### config.mk
export PLATFORM = sky130hd
export DESIGN_NAME = cell_averaging_cfar_detector_unit_flat
export DESIGN_NICKNAME = d
export VERILOG_FILES = /design/src/cacfar_pkg.sv /design/src/cacfar_if.sv /design/src/cacfar_ram.sv /design/src/cacfar_ctrl.sv /design/src/cacfar_dp.sv /design/src/cell_averaging_cfar_detector_unit.sv /design/src/flat_wrapper.sv
export SDC_FILE = /design/constraint.sdc
export NUM_CORES = 2
export LEC_CHECK = 0
export ABC_CLOCK_PERIOD_IN_PS = 18700
export BUFFER_PORTS_ARGS = -buffer_cell sky130_fd_sc_hd__buf_2
export CORE_AREA = 5 5 332 334
export CTS_BUF_LIST = sky130_fd_sc_hd__clkbuf_4
export DETAILED_ROUTE_END_ITERATION = 16
export DIE_AREA = 0 0 337 339
export GPL_TIMING_DRIVEN = 0
export MAX_ROUTING_LAYER = met4
export PLACE_DENSITY_LB_ADDON = 0.15
export SYNTH_ARGS = -nofsm -noshare
export SYNTH_HDL_FRONTEND = slang
export SYNTH_HIERARCHICAL = 1
export SYNTH_SLANG_ARGS = --single-unit
### constraint.sdc
create_clock -name i_clk -period 18.7 [get_ports i_clk]
set_input_delay 1.87 -clock i_clk [delete_from_list [all_inputs] [get_ports i_clk]]
set_output_delay 1.87 -clock i_clk [all_outputs]
set_load 0.02 [all_outputs]
### src/cacfar_pkg.sv
`timescale 1ns / 1ps
`default_nettype none
// ----------------------------------------------------------------------------
// CA-CFAR detector package
// Shared widths, register map, reset values and the command/status bundles
// that join the controller and the datapath.
// ----------------------------------------------------------------------------
package cacfar_pkg;

    // configuration register widths
    localparam int HW_W    = 5;
    localparam int HG_W    = 4;
    localparam int SCALE_W = 16;

    // result and frame bookkeeping
    localparam int NOISE_W    = 36;
    localparam int FILL_W     = 6;
    localparam logic [FILL_W-1:0] FILL_LIMIT = 6'd63;

    // threshold arithmetic
    localparam int DIG_W   = 16;
    localparam int Q_SHIFT = 8;

    // APB register map
    localparam int APB_AW    = 4;
    localparam int APB_DW    = 32;
    localparam int REG_IDX_W = 2;
    localparam logic [REG_IDX_W-1:0] REG_WIN_REACH   = 2'd0;
    localparam logic [REG_IDX_W-1:0] REG_GUARD_REACH = 2'd1;
    localparam logic [REG_IDX_W-1:0] REG_SCALE       = 2'd2;

    localparam logic [HW_W-1:0]    HW_RESET    = 5'd4;
    localparam logic [HG_W-1:0]    HG_RESET    = 4'd1;
    localparam logic [SCALE_W-1:0] SCALE_RESET = 16'd3537;

    typedef struct packed {
        logic [HW_W-1:0]    win_reach;
        logic [HG_W-1:0]    guard_reach;
        logic [SCALE_W-1:0] scale_factor_q8;
    } t_cfg;

    typedef struct packed {
        logic               detected;
        logic               tested;
        logic [NOISE_W-1:0] noise_sum;
        logic               last_result;
    } t_result;

    typedef struct packed {
        logic accept;
        logic scan_init;
        logic k_init;
        logic fill_clear;
        logic scan_step;
        logic mul_init;
        logic mul_step;
        logic acc_step;
        logic cmp;
        logic emit;
        logic emit_tested;
        logic k_dec;
    } t_cmd;

    typedef struct packed {
        logic last;
        logic fill_gt_hw;
        logic test_ok;
        logic scan_last;
        logic pipe_busy;
        logic mul_last;
        logic k_zero;
        logic out_free;
    } t_sts;

endpackage
`default_nettype wire

### src/cacfar_if.sv
`timescale 1ns / 1ps
`default_nettype none
// ----------------------------------------------------------------------------
// CA-CFAR stream interfaces
// Valid/ready channels for the sample stream and the result stream.
// ----------------------------------------------------------------------------
interface cacfar_sample_if #(
    parameter int SAMPLE_BITS = 16
);
    logic                          valid;
    logic                          ready;
    logic signed [SAMPLE_BITS-1:0] sample;
    logic                          last_sample;

    modport source (output valid, output sample, output last_sample, input ready);
    modport sink   (input valid, input sample, input last_sample, output ready);
endinterface

interface cacfar_result_if;
    logic                              valid;
    logic                              ready;
    logic                              detected;
    logic                              tested;
    logic [cacfar_pkg::NOISE_W-1:0]    noise_sum;
    logic                              last_result;

    modport source (output valid, output detected, output tested, output noise_sum,
                    output last_result, input ready);
    modport sink   (input valid, input detected, input tested, input noise_sum,
                    input last_result, output ready);
endinterface
`default_nettype wire

### src/cacfar_ram.sv
`timescale 1ns / 1ps
`default_nettype none
// ----------------------------------------------------------------------------
// Generic RAM
// One write port, one read port, registered read data.
// ----------------------------------------------------------------------------
module cacfar_ram #(
    parameter int WIDTH = 16,
    parameter int DEPTH = 33
) (
    input  wire logic                     i_clk,
    input  wire logic                     i_wr_en,
    input  wire logic [$clog2(DEPTH)-1:0] i_wr_addr,
    input  wire logic [WIDTH-1:0]         i_wr_data,
    input  wire logic [$clog2(DEPTH)-1:0] i_rd_addr,
    output logic      [WIDTH-1:0]         o_rd_data
);

    logic [WIDTH-1:0] r_mem [DEPTH];

    always_ff @(posedge i_clk) begin
        if (i_wr_en) begin
            r_mem[i_wr_addr] <= i_wr_data;
        end
        o_rd_data <= r_mem[i_rd_addr];
    end

endmodule
`default_nettype wire

### src/cacfar_ctrl.sv
`timescale 1ns / 1ps
`default_nettype none
// ----------------------------------------------------------------------------
// CA-CFAR controller
// Sequences one sample: decide; for a tested cell scan the window, form the
// threshold product and compare; then emit zero or more results.
// ----------------------------------------------------------------------------
module cacfar_ctrl (
    input  wire logic             i_clk,
    input  wire logic             i_rst_n,
    input  wire logic             i_in_valid,
    output logic                  o_in_ready,
    input  wire cacfar_pkg::t_sts i_sts,
    output cacfar_pkg::t_cmd      o_cmd
);

    localparam logic [3:0] ST_IDLE   = 4'd0;
    localparam logic [3:0] ST_DECIDE = 4'd1;
    localparam logic [3:0] ST_SCAN   = 4'd2;
    localparam logic [3:0] ST_DRAIN  = 4'd3;
    localparam logic [3:0] ST_SUB    = 4'd4;
    localparam logic [3:0] ST_MULT   = 4'd5;
    localparam logic [3:0] ST_MACC   = 4'd6;
    localparam logic [3:0] ST_CMP    = 4'd7;
    localparam logic [3:0] ST_EMIT   = 4'd8;

    logic [3:0] r_state, n_state;
    logic       r_tst, n_tst;

    always_comb begin
        n_state = r_state;
        n_tst   = r_tst;
        o_cmd   = '0;
        o_in_ready = (r_state == ST_IDLE);
        o_cmd.accept      = i_in_valid && (r_state == ST_IDLE);
        o_cmd.emit_tested = r_tst;
        unique case (r_state)
            ST_IDLE: begin
                if (o_cmd.accept) begin
                    n_state = ST_DECIDE;
                end
            end
            ST_DECIDE: begin
                o_cmd.k_init     = 1'b1;
                o_cmd.fill_clear = i_sts.last;
                n_tst            = i_sts.test_ok;
                if (i_sts.last || i_sts.fill_gt_hw) begin
                    if (i_sts.test_ok) begin
                        o_cmd.scan_init = 1'b1;
                        n_state         = ST_SCAN;
                    end else begin
                        n_state = ST_EMIT;
                    end
                end else begin
                    n_state = ST_IDLE;
                end
            end
            ST_SCAN: begin
                o_cmd.scan_step = 1'b1;
                if (i_sts.scan_last) begin
                    n_state = ST_DRAIN;
                end
            end
            ST_DRAIN: begin
                // wait for the square/accumulate stages to empty
                if (!i_sts.pipe_busy) begin
                    n_state = ST_SUB;
                end
            end
            ST_SUB: begin
                o_cmd.mul_init = 1'b1;
                n_state        = ST_MULT;
            end
            ST_MULT: begin
                o_cmd.mul_step = 1'b1;
                n_state        = ST_MACC;
            end
            ST_MACC: begin
                o_cmd.acc_step = 1'b1;
                n_state        = i_sts.mul_last ? ST_CMP : ST_MULT;
            end
            ST_CMP: begin
                o_cmd.cmp = 1'b1;
                n_state   = ST_EMIT;
            end
            ST_EMIT: begin
                if (i_sts.out_free) begin
                    o_cmd.emit = 1'b1;
                    // only the first cell of a burst can be a tested one
                    n_tst      = 1'b0;
                    if (!i_sts.last || i_sts.k_zero) begin
                        n_state = ST_IDLE;
                    end else begin
                        o_cmd.k_dec = 1'b1;
                    end
                end
            end
            default: begin
                n_state = ST_IDLE;
            end
        endcase
    end

    always_ff @(posedge i_clk) begin
        if (!i_rst_n) begin
            r_state <= ST_IDLE;
            r_tst   <= 1'b0;
        end else begin
            r_state <= n_state;
            r_tst   <= n_tst;
        end
    end

    a_accept_to_decide: assert property (@(posedge i_clk) disable iff (!i_rst_n)
        o_cmd.accept |=> r_state == ST_DECIDE)
        else $error("accepted sample not followed by decide");

    a_sub_after_drain: assert property (@(posedge i_clk) disable iff (!i_rst_n)
        r_state == ST_SUB |-> !i_sts.pipe_busy)
        else $error("noise subtract started with scan pipeline busy");

endmodule
`default_nettype wire

### src/cacfar_dp.sv
`timescale 1ns / 1ps
`default_nettype none
// ----------------------------------------------------------------------------
// CA-CFAR datapath
// Sample ring in RAM, window scan with squaring and running sums,
// digit-serial threshold product, compare and output register.
// ----------------------------------------------------------------------------
module cacfar_dp #(
    parameter int MAX_HALF_WINDOW = 16,
    parameter int SAMPLE_BITS     = 16
) (
    input  wire logic                   i_clk,
    input  wire logic                   i_rst_n,
    input  wire cacfar_pkg::t_cfg       i_cfg,
    input  wire cacfar_pkg::t_cmd       i_cmd,
    output cacfar_pkg::t_sts            o_sts,
    input  wire logic [SAMPLE_BITS-1:0] i_sample,
    input  wire logic                   i_last_sample,
    input  wire logic                   i_out_ready,
    output logic                        o_out_valid,
    output cacfar_pkg::t_result         o_result
);

    localparam int HW_W    = cacfar_pkg::HW_W;
    localparam int FILL_W  = cacfar_pkg::FILL_W;
    localparam int DIG_W   = cacfar_pkg::DIG_W;
    localparam int SCALE_W = cacfar_pkg::SCALE_W;
    localparam int NOISE_W = cacfar_pkg::NOISE_W;

    localparam int DEPTH  = 2 * MAX_HALF_WINDOW + 1;
    localparam int ADDR_W = $clog2(DEPTH);
    localparam int SQ_W   = 2 * SAMPLE_BITS - 1;
    localparam int SUM_W  = SQ_W + $clog2(DEPTH);
    localparam int CNT_W  = $clog2(2 * MAX_HALF_WINDOW + 1);
    localparam int NDIG   = (SUM_W + DIG_W - 1) / DIG_W;
    localparam int DIG_IW = (NDIG > 1) ? $clog2(NDIG) : 1;
    localparam int NPAD_W = NDIG * DIG_W;
    localparam int PP_W   = DIG_W + SCALE_W;
    localparam int PROD_W = NPAD_W + SCALE_W;
    localparam int LHS_W  = SQ_W + CNT_W;
    localparam int LSH_W  = LHS_W + cacfar_pkg::Q_SHIFT;
    localparam int CMP_W  = (LSH_W > PROD_W) ? LSH_W : PROD_W;

    // ring and frame state
    logic [ADDR_W-1:0] r_wp;
    logic [FILL_W-1:0] r_fill;
    logic              r_last;
    logic [HW_W-1:0]   r_k;

    // scan pipeline
    logic [ADDR_W-1:0]      r_rd_addr;
    logic [ADDR_W-1:0]      r_j;
    logic                   r_p1_vld, r_p2_vld;
    logic [ADDR_W-1:0]      r_p1_j, r_p2_j;
    logic [SAMPLE_BITS-1:0] rd_data;
    logic [SQ_W-1:0]        r_sq, r_sq_c;
    logic [SUM_W-1:0]       r_wsum, r_gsum;

    // threshold arithmetic
    logic [NPAD_W-1:0] r_noise, r_nsh;
    logic [DIG_IW-1:0] r_dig;
    logic [PP_W-1:0]   r_pp;
    logic [PROD_W-1:0] r_prod;
    logic [LHS_W-1:0]  r_lhs;
    logic              r_det;

    logic                r_out_vld;
    cacfar_pkg::t_result r_out;

    // derived values
    logic [HW_W-1:0]        hw_eff;
    logic [HW_W-1:0]        hw_less_hg;
    logic [CNT_W-1:0]       ref_count;
    logic [ADDR_W-1:0]      hw_x, hg_x, hw2, guard_lo, guard_hi;
    logic [ADDR_W-1:0]      wp_next, rd_prev;
    logic [FILL_W-1:0]      fill_m1, hw_f;
    logic [HW_W-1:0]        k_start;
    logic [SAMPLE_BITS-1:0] mag;
    logic [2*SAMPLE_BITS-1:0] sq_full;
    logic                   in_guard;
    logic [PROD_W-1:0]      pp_shifted;
    logic [CMP_W-1:0]       lhs_cmp, rhs_cmp;

    assign hw_eff = (i_cfg.win_reach > HW_W'(MAX_HALF_WINDOW)) ?
                    HW_W'(MAX_HALF_WINDOW) : i_cfg.win_reach;
    assign hw_less_hg = hw_eff - HW_W'(i_cfg.guard_reach);
    assign ref_count  = CNT_W'({hw_less_hg, 1'b0});

    assign hw_x     = ADDR_W'(hw_eff);
    assign hg_x     = ADDR_W'(i_cfg.guard_reach);
    assign hw2      = hw_x + hw_x;
    assign guard_lo = hw_x - hg_x;
    assign guard_hi = hw_x + hg_x;

    assign wp_next = (r_wp == ADDR_W'(DEPTH - 1)) ? '0 : r_wp + 1'b1;
    assign rd_prev = (r_rd_addr == '0) ? ADDR_W'(DEPTH - 1) : r_rd_addr - 1'b1;

    assign fill_m1 = r_fill - 1'b1;
    assign hw_f    = FILL_W'(hw_eff);
    assign k_start = r_last ? ((fill_m1 > hw_f) ? hw_eff : HW_W'(fill_m1)) : hw_eff;

    cacfar_ram #(
        .WIDTH (SAMPLE_BITS),
        .DEPTH (DEPTH)
    ) u_ring (
        .i_clk     (i_clk),
        .i_wr_en   (i_cmd.accept),
        .i_wr_addr (wp_next),
        .i_wr_data (i_sample),
        .i_rd_addr (r_rd_addr),
        .o_rd_data (rd_data)
    );

    assign mag     = rd_data[SAMPLE_BITS-1] ? (~rd_data + 1'b1) : rd_data;
    assign sq_full = (2*SAMPLE_BITS)'(mag) * (2*SAMPLE_BITS)'(mag);
    assign in_guard = (r_p2_j >= guard_lo) && (r_p2_j <= guard_hi);

    assign pp_shifted = PROD_W'(r_pp) << (DIG_W * r_dig);
    assign lhs_cmp    = CMP_W'({r_lhs, {cacfar_pkg::Q_SHIFT{1'b0}}});
    assign rhs_cmp    = CMP_W'(r_prod);

    always_comb begin
        o_sts            = '0;
        o_sts.last       = r_last;
        o_sts.fill_gt_hw = r_fill > FILL_W'(hw_eff);
        o_sts.test_ok    = ((FILL_W+1)'(r_fill) > (FILL_W+1)'({hw_eff, 1'b0})) &&
                           (HW_W'(i_cfg.guard_reach) < hw_eff);
        o_sts.scan_last  = (r_j == hw2);
        o_sts.pipe_busy  = r_p1_vld || r_p2_vld;
        o_sts.mul_last   = (r_dig == DIG_IW'(NDIG - 1));
        o_sts.k_zero     = (r_k == '0);
        o_sts.out_free   = !r_out_vld || i_out_ready;
    end

    // control state
    always_ff @(posedge i_clk) begin
        if (!i_rst_n) begin
            r_wp      <= '0;
            r_fill    <= '0;
            r_last    <= 1'b0;
            r_k       <= '0;
            r_rd_addr <= '0;
            r_j       <= '0;
            r_p1_vld  <= 1'b0;
            r_p2_vld  <= 1'b0;
            r_dig     <= '0;
            r_out_vld <= 1'b0;
        end else begin
            if (i_cmd.accept) begin
                r_wp   <= wp_next;
                r_last <= i_last_sample;
                if (r_fill != cacfar_pkg::FILL_LIMIT) begin
                    r_fill <= r_fill + 1'b1;
                end
            end else if (i_cmd.fill_clear) begin
                r_fill <= '0;
            end

            if (i_cmd.k_init) begin
                r_k <= k_start;
            end else if (i_cmd.k_dec) begin
                r_k <= r_k - 1'b1;
            end

            // walk the ring from the newest sample backward
            if (i_cmd.scan_init) begin
                r_j       <= '0;
                r_rd_addr <= r_wp;
            end else if (i_cmd.scan_step) begin
                r_j       <= r_j + 1'b1;
                r_rd_addr <= rd_prev;
            end
            r_p1_vld <= i_cmd.scan_step;
            r_p2_vld <= r_p1_vld;

            if (i_cmd.mul_init) begin
                r_dig <= '0;
            end else if (i_cmd.acc_step) begin
                r_dig <= r_dig + 1'b1;
            end

            if (i_cmd.emit) begin
                r_out_vld <= 1'b1;
            end else if (i_out_ready) begin
                r_out_vld <= 1'b0;
            end
        end
    end

    // payload
    always_ff @(posedge i_clk) begin
        r_p1_j <= r_j;
        r_p2_j <= r_p1_j;
        r_sq   <= sq_full[SQ_W-1:0];

        if (i_cmd.scan_init) begin
            r_wsum <= '0;
            r_gsum <= '0;
        end else if (r_p2_vld) begin
            r_wsum <= r_wsum + SUM_W'(r_sq);
            if (in_guard) begin
                r_gsum <= r_gsum + SUM_W'(r_sq);
            end
            if (r_p2_j == hw_x) begin
                r_sq_c <= r_sq;
            end
        end

        if (i_cmd.mul_init) begin
            r_noise <= NPAD_W'(r_wsum - r_gsum);
            r_nsh   <= NPAD_W'(r_wsum - r_gsum);
            r_prod  <= '0;
            r_lhs   <= LHS_W'(r_sq_c) * LHS_W'(ref_count);
        end
        if (i_cmd.mul_step) begin
            r_pp <= PP_W'(r_nsh[DIG_W-1:0]) * PP_W'(i_cfg.scale_factor_q8);
        end
        if (i_cmd.acc_step) begin
            r_prod <= r_prod + pp_shifted;
            r_nsh  <= r_nsh >> DIG_W;
        end
        if (i_cmd.cmp) begin
            r_det <= lhs_cmp > rhs_cmp;
        end

        if (i_cmd.emit) begin
            r_out.detected    <= i_cmd.emit_tested && r_det;
            r_out.tested      <= i_cmd.emit_tested;
            r_out.noise_sum   <= i_cmd.emit_tested ? NOISE_W'(r_noise) : '0;
            r_out.last_result <= r_last && (r_k == '0);
        end
    end

    assign o_out_valid = r_out_vld;
    assign o_result    = r_out;

    a_tested_is_center: assert property (@(posedge i_clk) disable iff (!i_rst_n)
        (i_cmd.emit && i_cmd.emit_tested) |-> (r_k == hw_eff))
        else $error("tested result emitted for a cell other than the center");

    a_untested_clean: assert property (@(posedge i_clk) disable iff (!i_rst_n)
        (i_cmd.emit && !i_cmd.emit_tested) |=> (!r_out.detected && r_out.noise_sum == '0))
        else $error("untested result carries detection or noise");

endmodule
`default_nettype wire

### src/cell_averaging_cfar_detector_unit.sv
`timescale 1ns / 1ps
`default_nettype none
// ----------------------------------------------------------------------------
// Cell-averaging CFAR detector
// Takes one signed sample per transfer on i_in and gives one result per cell
// on o_out, one window reach of cells behind the input; the last sample of a
// frame flushes all held cells as a burst. A cell with a full window reach of
// neighbors on both sides is tested: square * count * 256 against
// noise_sum * scale.
// Registers (APB, byte address 4*i): window reach, guard reach, scale_factor_q8.
// Sequence: a sample that gives an untested result or none is decided and then
// emits its results one at a time. A tested cell adds the window scan through
// the sample RAM read port over 2*reach+1 cells, a drain of the scan pipeline,
// a subtract, a multiply and accumulate step per 16-bit digit of the noise sum
// (3 digits by default) and a compare.
// Reset clears the frame count, the sequencer and the output valid;
// registers return to 4, 1 and 3537. The sample RAM needs no clearing.
// A stalled receiver holds the result register; the block takes a new
// sample while a finished result still waits, and stalls only when a new
// result has nowhere to go.
// ----------------------------------------------------------------------------
module cell_averaging_cfar_detector_unit #(
    parameter int MAX_HALF_WINDOW = 16,
    parameter int SAMPLE_BITS     = 16
) (
    input  wire logic                              i_clk,
    input  wire logic                              i_rst_n,
    cacfar_sample_if.sink                          i_in,
    cacfar_result_if.source                        o_out,
    input  wire logic                              psel,
    input  wire logic                              penable,
    input  wire logic                              pwrite,
    input  wire logic [cacfar_pkg::APB_AW-1:0]     paddr,
    input  wire logic [cacfar_pkg::APB_DW-1:0]     pwdata,
    output logic      [cacfar_pkg::APB_DW-1:0]     prdata,
    output logic                                   pready
);

    cacfar_pkg::t_cfg    r_cfg;
    cacfar_pkg::t_cmd    cmd;
    cacfar_pkg::t_sts    sts;
    cacfar_pkg::t_result result;
    logic                out_valid;
    logic                in_ready;
    logic                cfg_wr;
    logic [cacfar_pkg::REG_IDX_W-1:0] reg_idx;

    assign pready  = 1'b1;
    assign reg_idx = paddr[cacfar_pkg::APB_AW-1:2];
    assign cfg_wr  = psel && penable && pwrite && pready;

    always_ff @(posedge i_clk) begin
        if (!i_rst_n) begin
            r_cfg.win_reach       <= cacfar_pkg::HW_RESET;
            r_cfg.guard_reach     <= cacfar_pkg::HG_RESET;
            r_cfg.scale_factor_q8 <= cacfar_pkg::SCALE_RESET;
        end else if (cfg_wr) begin
            // unmapped addresses drop the transfer
            unique case (reg_idx)
                cacfar_pkg::REG_WIN_REACH:
                    r_cfg.win_reach <= pwdata[cacfar_pkg::HW_W-1:0];
                cacfar_pkg::REG_GUARD_REACH:
                    r_cfg.guard_reach <= pwdata[cacfar_pkg::HG_W-1:0];
                cacfar_pkg::REG_SCALE:
                    r_cfg.scale_factor_q8 <= pwdata[cacfar_pkg::SCALE_W-1:0];
                default: begin
                end
            endcase
        end
    end

    always_comb begin
        unique case (reg_idx)
            cacfar_pkg::REG_WIN_REACH:   prdata = cacfar_pkg::APB_DW'(r_cfg.win_reach);
            cacfar_pkg::REG_GUARD_REACH: prdata = cacfar_pkg::APB_DW'(r_cfg.guard_reach);
            cacfar_pkg::REG_SCALE:       prdata = cacfar_pkg::APB_DW'(r_cfg.scale_factor_q8);
            default:                     prdata = '0;
        endcase
    end

    cacfar_ctrl u_ctrl (
        .i_clk      (i_clk),
        .i_rst_n    (i_rst_n),
        .i_in_valid (i_in.valid),
        .o_in_ready (in_ready),
        .i_sts      (sts),
        .o_cmd      (cmd)
    );

    cacfar_dp #(
        .MAX_HALF_WINDOW (MAX_HALF_WINDOW),
        .SAMPLE_BITS     (SAMPLE_BITS)
    ) u_dp (
        .i_clk         (i_clk),
        .i_rst_n       (i_rst_n),
        .i_cfg         (r_cfg),
        .i_cmd         (cmd),
        .o_sts         (sts),
        .i_sample      (i_in.sample),
        .i_last_sample (i_in.last_sample),
        .i_out_ready   (o_out.ready),
        .o_out_valid   (out_valid),
        .o_result      (result)
    );

    assign i_in.ready        = in_ready;
    assign o_out.valid       = out_valid;
    assign o_out.detected    = result.detected;
    assign o_out.tested      = result.tested;
    assign o_out.noise_sum   = result.noise_sum;
    assign o_out.last_result = result.last_result;

endmodule
`default_nettype wire
### src/flat_wrapper.sv
// flat-port wrapper written by rule: the top's interface ports become plain ports
module cell_averaging_cfar_detector_unit_flat 
#(
    parameter int MAX_HALF_WINDOW = 16,
    parameter int SAMPLE_BITS     = 16
)
  (i_clk, i_rst_n, psel, penable, pwrite, paddr, pwdata, prdata, pready, i_in_valid, i_in_sample, i_in_last_sample, i_in_ready, o_out_valid, o_out_detected, o_out_tested, o_out_noise_sum, o_out_last_result, o_out_ready);
  cacfar_sample_if #(.SAMPLE_BITS(SAMPLE_BITS)) i_in_i ();
  cacfar_result_if o_out_i ();
  input  wire logic i_clk;
  input  wire logic i_rst_n;
  input  wire logic psel;
  input  wire logic penable;
  input  wire logic pwrite;
  input  wire logic [cacfar_pkg::APB_AW-1:0] paddr;
  input  wire logic [cacfar_pkg::APB_DW-1:0] pwdata;
  output logic      [cacfar_pkg::APB_DW-1:0] prdata;
  output logic pready;
  input wire logic [$bits(i_in_i.valid)-1:0] i_in_valid;
  input wire logic [$bits(i_in_i.sample)-1:0] i_in_sample;
  input wire logic [$bits(i_in_i.last_sample)-1:0] i_in_last_sample;
  output wire logic [$bits(i_in_i.ready)-1:0] i_in_ready;
  output wire logic [$bits(o_out_i.valid)-1:0] o_out_valid;
  output wire logic [$bits(o_out_i.detected)-1:0] o_out_detected;
  output wire logic [$bits(o_out_i.tested)-1:0] o_out_tested;
  output wire logic [$bits(o_out_i.noise_sum)-1:0] o_out_noise_sum;
  output wire logic [$bits(o_out_i.last_result)-1:0] o_out_last_result;
  input wire logic [$bits(o_out_i.ready)-1:0] o_out_ready;
  assign i_in_i.valid = i_in_valid;
  assign i_in_i.sample = i_in_sample;
  assign i_in_i.last_sample = i_in_last_sample;
  assign i_in_ready = i_in_i.ready;
  assign o_out_valid = o_out_i.valid;
  assign o_out_detected = o_out_i.detected;
  assign o_out_tested = o_out_i.tested;
  assign o_out_noise_sum = o_out_i.noise_sum;
  assign o_out_last_result = o_out_i.last_result;
  assign o_out_i.ready = o_out_ready;
  cell_averaging_cfar_detector_unit #(.MAX_HALF_WINDOW(MAX_HALF_WINDOW), .SAMPLE_BITS(SAMPLE_BITS)) u_core (.i_clk(i_clk), .i_rst_n(i_rst_n), .i_in(i_in_i), .o_out(o_out_i), .psel(psel), .penable(penable), .pwrite(pwrite), .paddr(paddr), .pwdata(pwdata), .prdata(prdata), .pready(pready));
endmodule
==> flow_summary.json <==
{
  "hold_end": "u_core/u_dp/r_p2_j[2]$_DFF_P_",
  "cts_tree": "done",
  "finalCritPeriodShare_pct": 52.4,
  "hold_start": "u_core/u_dp/r_p1_j[2]$_DFF_P_",
  "crit_type": "flip-flop to flip-flop",
  "syn_inst": 6327,
  "ys.flop_type": "edfxtp_1",
  "portBuffers": 97,
  "synth_compound_area_share_pct": 11.1,
  "maxCapViolCount": 0,
  "placed_area_um2": 72000,
  "use_met2_pct": 54.8,
  "p_per_area_nw_per_um2": 105,
  "setup_tns_ns": 0,
  "post-route-drc-count": 0,
  "multiInputGateArea_um2": 37000,
  "area_growth_pct": 9.09,
  "synth_mux_area_share_pct": 5.32,
  "nets": 7774,
  "setup_viol": 0,
  "finalHoldViolations": 0,
  "drive_above_1_share_pct": 10.7,
  "cpLargestDelayFamily": "adder cells",
  "drtPass1Iterations": 6,
  "ant_nets": 0,
  "synth-seq-cells": 1001,
  "grt_util_all_layers_pct": 33.6,
  "synth_top_family_by_area": "adder cells",
  "seqCellArea_um2": 28000,
  "clkSinkCount": 1001,
  "r2r_cells": 29,
  "num_vias": 50017,
  "ir_drop_mv": 0.207,
  "yosysUniqueCellTypes": 105,
  "whs_path_depth": 0,
  "synth_top_area_cell": "edfxtp_1",
  "htree_levels": 5,
  "dp_hpwl_um": 142000,
  "via_per_inst": 5.99,
  "fp.dieArea_um2": 114000,
  "cts_buffer_depth": 4,
  "status": "completed",
  "yosys_warnings": 6,
  "worstReg2RegStart": "u_core/u_dp/u_ring/o_rd_data[0]$_DFF_P_",
  "cts_buffers": 280,
  "endpoint_kind": "flip-flop",
  "synthTopCellsByArea": "edfxtp_1 (35%), fa_1 (13%), ha_1 (8.8%)",
  "worstMarginPinSlew_ns": 1.32,
  "synthAdderAreaFrac_pct": 21.9,
  "cpPeakStageDelay_ns": 0.74,
  "yosys.area_share.xor_xnor_pct": 3.52,
  "synth_edf_count": 798,
  "io_pins": 134,
  "arrival_ns": 10.83,
  "cts-root-buf": "clkbuf_4",
  "die_w_um": 337,
  "cp-start-kind": "flip-flop",
  "grt.busiest_layer": "met2",
  "r2r_setup_slack_ns": 8.91,
  "fin_crit_ns": 9.79,
  "grtUsageMet1_pct": 40.5,
  "path_buf_inv": 6,
  "grt_pass1_wl_um": 288000,
  "coreArea_um2": 107000,
  "grt_pass1_vias": 51020,
  "rsz0062_at_grt": "false",
  "netlist_area_um2": 68900,
  "cp_data_required_time_ns": 19.73,
  "post_cts_resize_count": 0,
  "cts.hold.buffers_added": 0,
  "max_freq_ghz": 0.102,
  "finClkSkew_ns": 0.185,
  "drt_iter0_drc": 3942,
  "p_total_mw": 7.92,
  "synth-simple-area-share_pct": 11.5,
  "yosysSeqAreaShare_pct": 40.7,
  "holdWs_ns": 0.316,
  "async_flop_share_pct": 0,
  "design_area_um2": 75200,
  "power.leakage_nw": 32.0,
  "wl_per_cell_um": 22.3,
  "postRouteWirelength_um": 187000,
  "grt_overflow": 0,
  "post-cts-setup-buffer-count": 0,
  "hp-class": "flip-flop to flip-flop",
  "gp_congestion": 0.992,
  "r2r-end": "u_core/u_dp/r_sq[29]$_DFF_P_",
  "use_met3_pct": 5.49,
  "fillers": 7965,
  "slew_headroom_pct": 11.2,
  "path_common_cell": "fa_1",
  "antenna_found_initial": 1,
  "grt_max_degree": 65,
  "rows": 120,
  "synth_top_area_share_pct": 34.8,
  "cp_slowest_cell": "xnor2_1",
  "initial_core_util_pct": 64.7,
  "synth_area_per_cell_um2": 10.9,
  "clock_latency_ns": 1.23,
  "report.final.slew_viol_count": 0,
  "clkSlewWorstSetupHoldPaths_ns": 0.06,
  "crit_fanout": 10,
  "die_h_um": 339
}
==> cells in the mapped netlist (all sizes together), types with 10 or more instances <==
| cell type | count |
|---|---|
| o21a | 43 |
| o21bai | 41 |
| xor2 | 111 |
| inv | 732 |
| xnor2 | 166 |
| a21o | 164 |
| dfxtp | 203 |
| mux2 | 10 |
| a211oi | 30 |
| nor2b | 81 |
| fa | 449 |
| o211ai | 22 |
| clkbuf | 174 |
| and2 | 282 |
| a21oi | 285 |
| a21bo | 11 |
| a221oi | 36 |
| nand4 | 42 |
| a22oi | 65 |
| nor4 | 14 |
| mux2i | 355 |
| o31a | 10 |
| a21boi | 13 |
| edfxtp | 798 |
| nand3 | 72 |
| o31ai | 20 |
| a211o | 13 |
| o22ai | 30 |
| nand3b | 15 |
| buf | 84 |
| a22o | 51 |
| a41oi | 10 |
| or2 | 12 |
| nor2 | 381 |
| and3 | 36 |
| nand2 | 562 |
| o21ai | 138 |
| ha | 487 |
| a311oi | 11 |
| a31oi | 25 |
| nor3 | 54 |
| nand2b | 41 |
| or3 | 20 |
| o41ai | 22 |
==> final cells by class <==
class,count,area share [%]
sequential,1001,37.3
clock buffer,380,3.79
tap,1403,2.33
inverter,735,3.67
clock inverter,69,0.406
multi-input combinational,4361,49.2
antenna,8,0.0266
timing repair buffer,141,1.50
buffer,258,1.78
==> per-layer routing <==
layer,up-vias,wire (um)
li1,22950,-
met1,24401,71900
met2,2065,91100
met3,601,12600
met4,0,11000
met5,-,0
==> per-stage QoR <==
| step | utilization, % | std cells | worst slack [ns] |
|---|---|---|---|
| 3_5_place_dp | 67.6 | 7899 | 9.11 |
| 3_3_place_gp | 66.9 | 7855 | 5.18 |
| 2_1_floorplan | - | 6355 | 9.51 |
| 5_1_grt | 70.5 | 8349 | 8.54 |
| 4_1_cts | 70.5 | 8348 | 9.09 |
| 6_report | 70.5 | 8356 | 8.91 |
==> state kept, by name (all words and copies together), names as in the netlist, 25 cells and up <==
register,cells
u_core/r_cfg,25
u_core/u_dp/o_result,39
u_core/u_dp/r_gsum,37
u_core/u_dp/r_lhs,36
u_core/u_dp/r_noise,36
u_core/u_dp/r_nsh,38
u_core/u_dp/r_pp,32
u_core/u_dp/r_prod,64
u_core/u_dp/r_sq,30
u_core/u_dp/r_sq_c,30
u_core/u_dp/r_wsum,37
u_core/u_dp/u_ring/r_mem,528
==> worst reg2reg max path, delay by kind of cell (launching register included) <==
kind,cells,cell delay (ns)
flip-flops,1,0.42
adder cells (fa/ha/maj),8,3.76
buffers and inverters,6,1.48
AND/OR/NAND/NOR,4,0.85
AO/OA/AOI/OAI,9,2.24
XOR/XNOR,2,0.98
==> power by group <==
group          leakage [nW]  internal (mW)  switching [mW]
sequential             8.71           2.54           0.107
clock                  1.91          0.947           0.884
combinational          21.4           1.46            1.98
==> worst max-delay path by stage <==
stage | startpoint | to | cells past startpoint | slack [ns]
2_1_floorplan | u_core/u_ctrl/r_state[2]$_SDFFE_PN0P_ | u_core/u_dp/r_nsh[0]$_DFFE_PP_ | 5 | 9.51
3_3_place_gp | u_core/u_ctrl/r_state[2]$_SDFFE_PN0P_ | u_core/u_dp/r_prod[5]$_SDFFCE_PN0P_ | 5 | 5.18
3_5_place_dp | u_core/u_dp/u_ring/o_rd_data[0]$_DFF_P_ | u_core/u_dp/r_sq[29]$_DFF_P_ | 29 | 9.11
4_1_cts | u_core/u_dp/u_ring/o_rd_data[0]$_DFF_P_ | u_core/u_dp/r_sq[29]$_DFF_P_ | 29 | 9.09
5_1_grt | u_core/u_dp/u_ring/o_rd_data[0]$_DFF_P_ | u_core/u_dp/r_sq[29]$_DFF_P_ | 29 | 8.54
6_report | u_core/u_dp/u_ring/o_rd_data[0]$_DFF_P_ | u_core/u_dp/r_sq[29]$_DFF_P_ | 29 | 8.91
==> cell usage in the layout, fill, tap and decap left out, drive strengths merged, types with 41 or more instances in the layout <==
| master | Yosys | final |
|---|---|---|
| nand2b | 41 | 41 |
| a21oi | 285 | 285 |
| nand3 | 72 | 72 |
| clkinv | 3 | 61 |
| a21o | 164 | 164 |
| ha | 487 | 487 |
| o21ai | 138 | 138 |
| xor2 | 111 | 111 |
| dfxtp | 203 | 203 |
| inv | 732 | 741 |
| nand4 | 42 | 42 |
| nand2 | 562 | 562 |
| o21bai | 41 | 41 |
| fa | 449 | 449 |
| a22o | 51 | 51 |
| nor3 | 54 | 54 |
| edfxtp | 798 | 798 |
| clkbuf | 174 | 554 |
| and2 | 282 | 282 |
| nor2b | 81 | 81 |
| o21a | 43 | 43 |
| xnor2 | 166 | 166 |
| nor2 | 381 | 381 |
| a22oi | 65 | 65 |
| buf | 84 | 225 |
| mux2i | 355 | 355 |
==> cell families after synthesis <==
family / after synthesis
AO/OA/AOI/OAI: 1102
XOR/XNOR: 277
adder cells (fa/ha/maj): 936
buffers and inverters: 993
flip-flops: 1001
multiplexers: 365
other: 4
AND/OR/NAND/NOR: 1649
No activity file was read; power rests on OpenSTA's default activity.
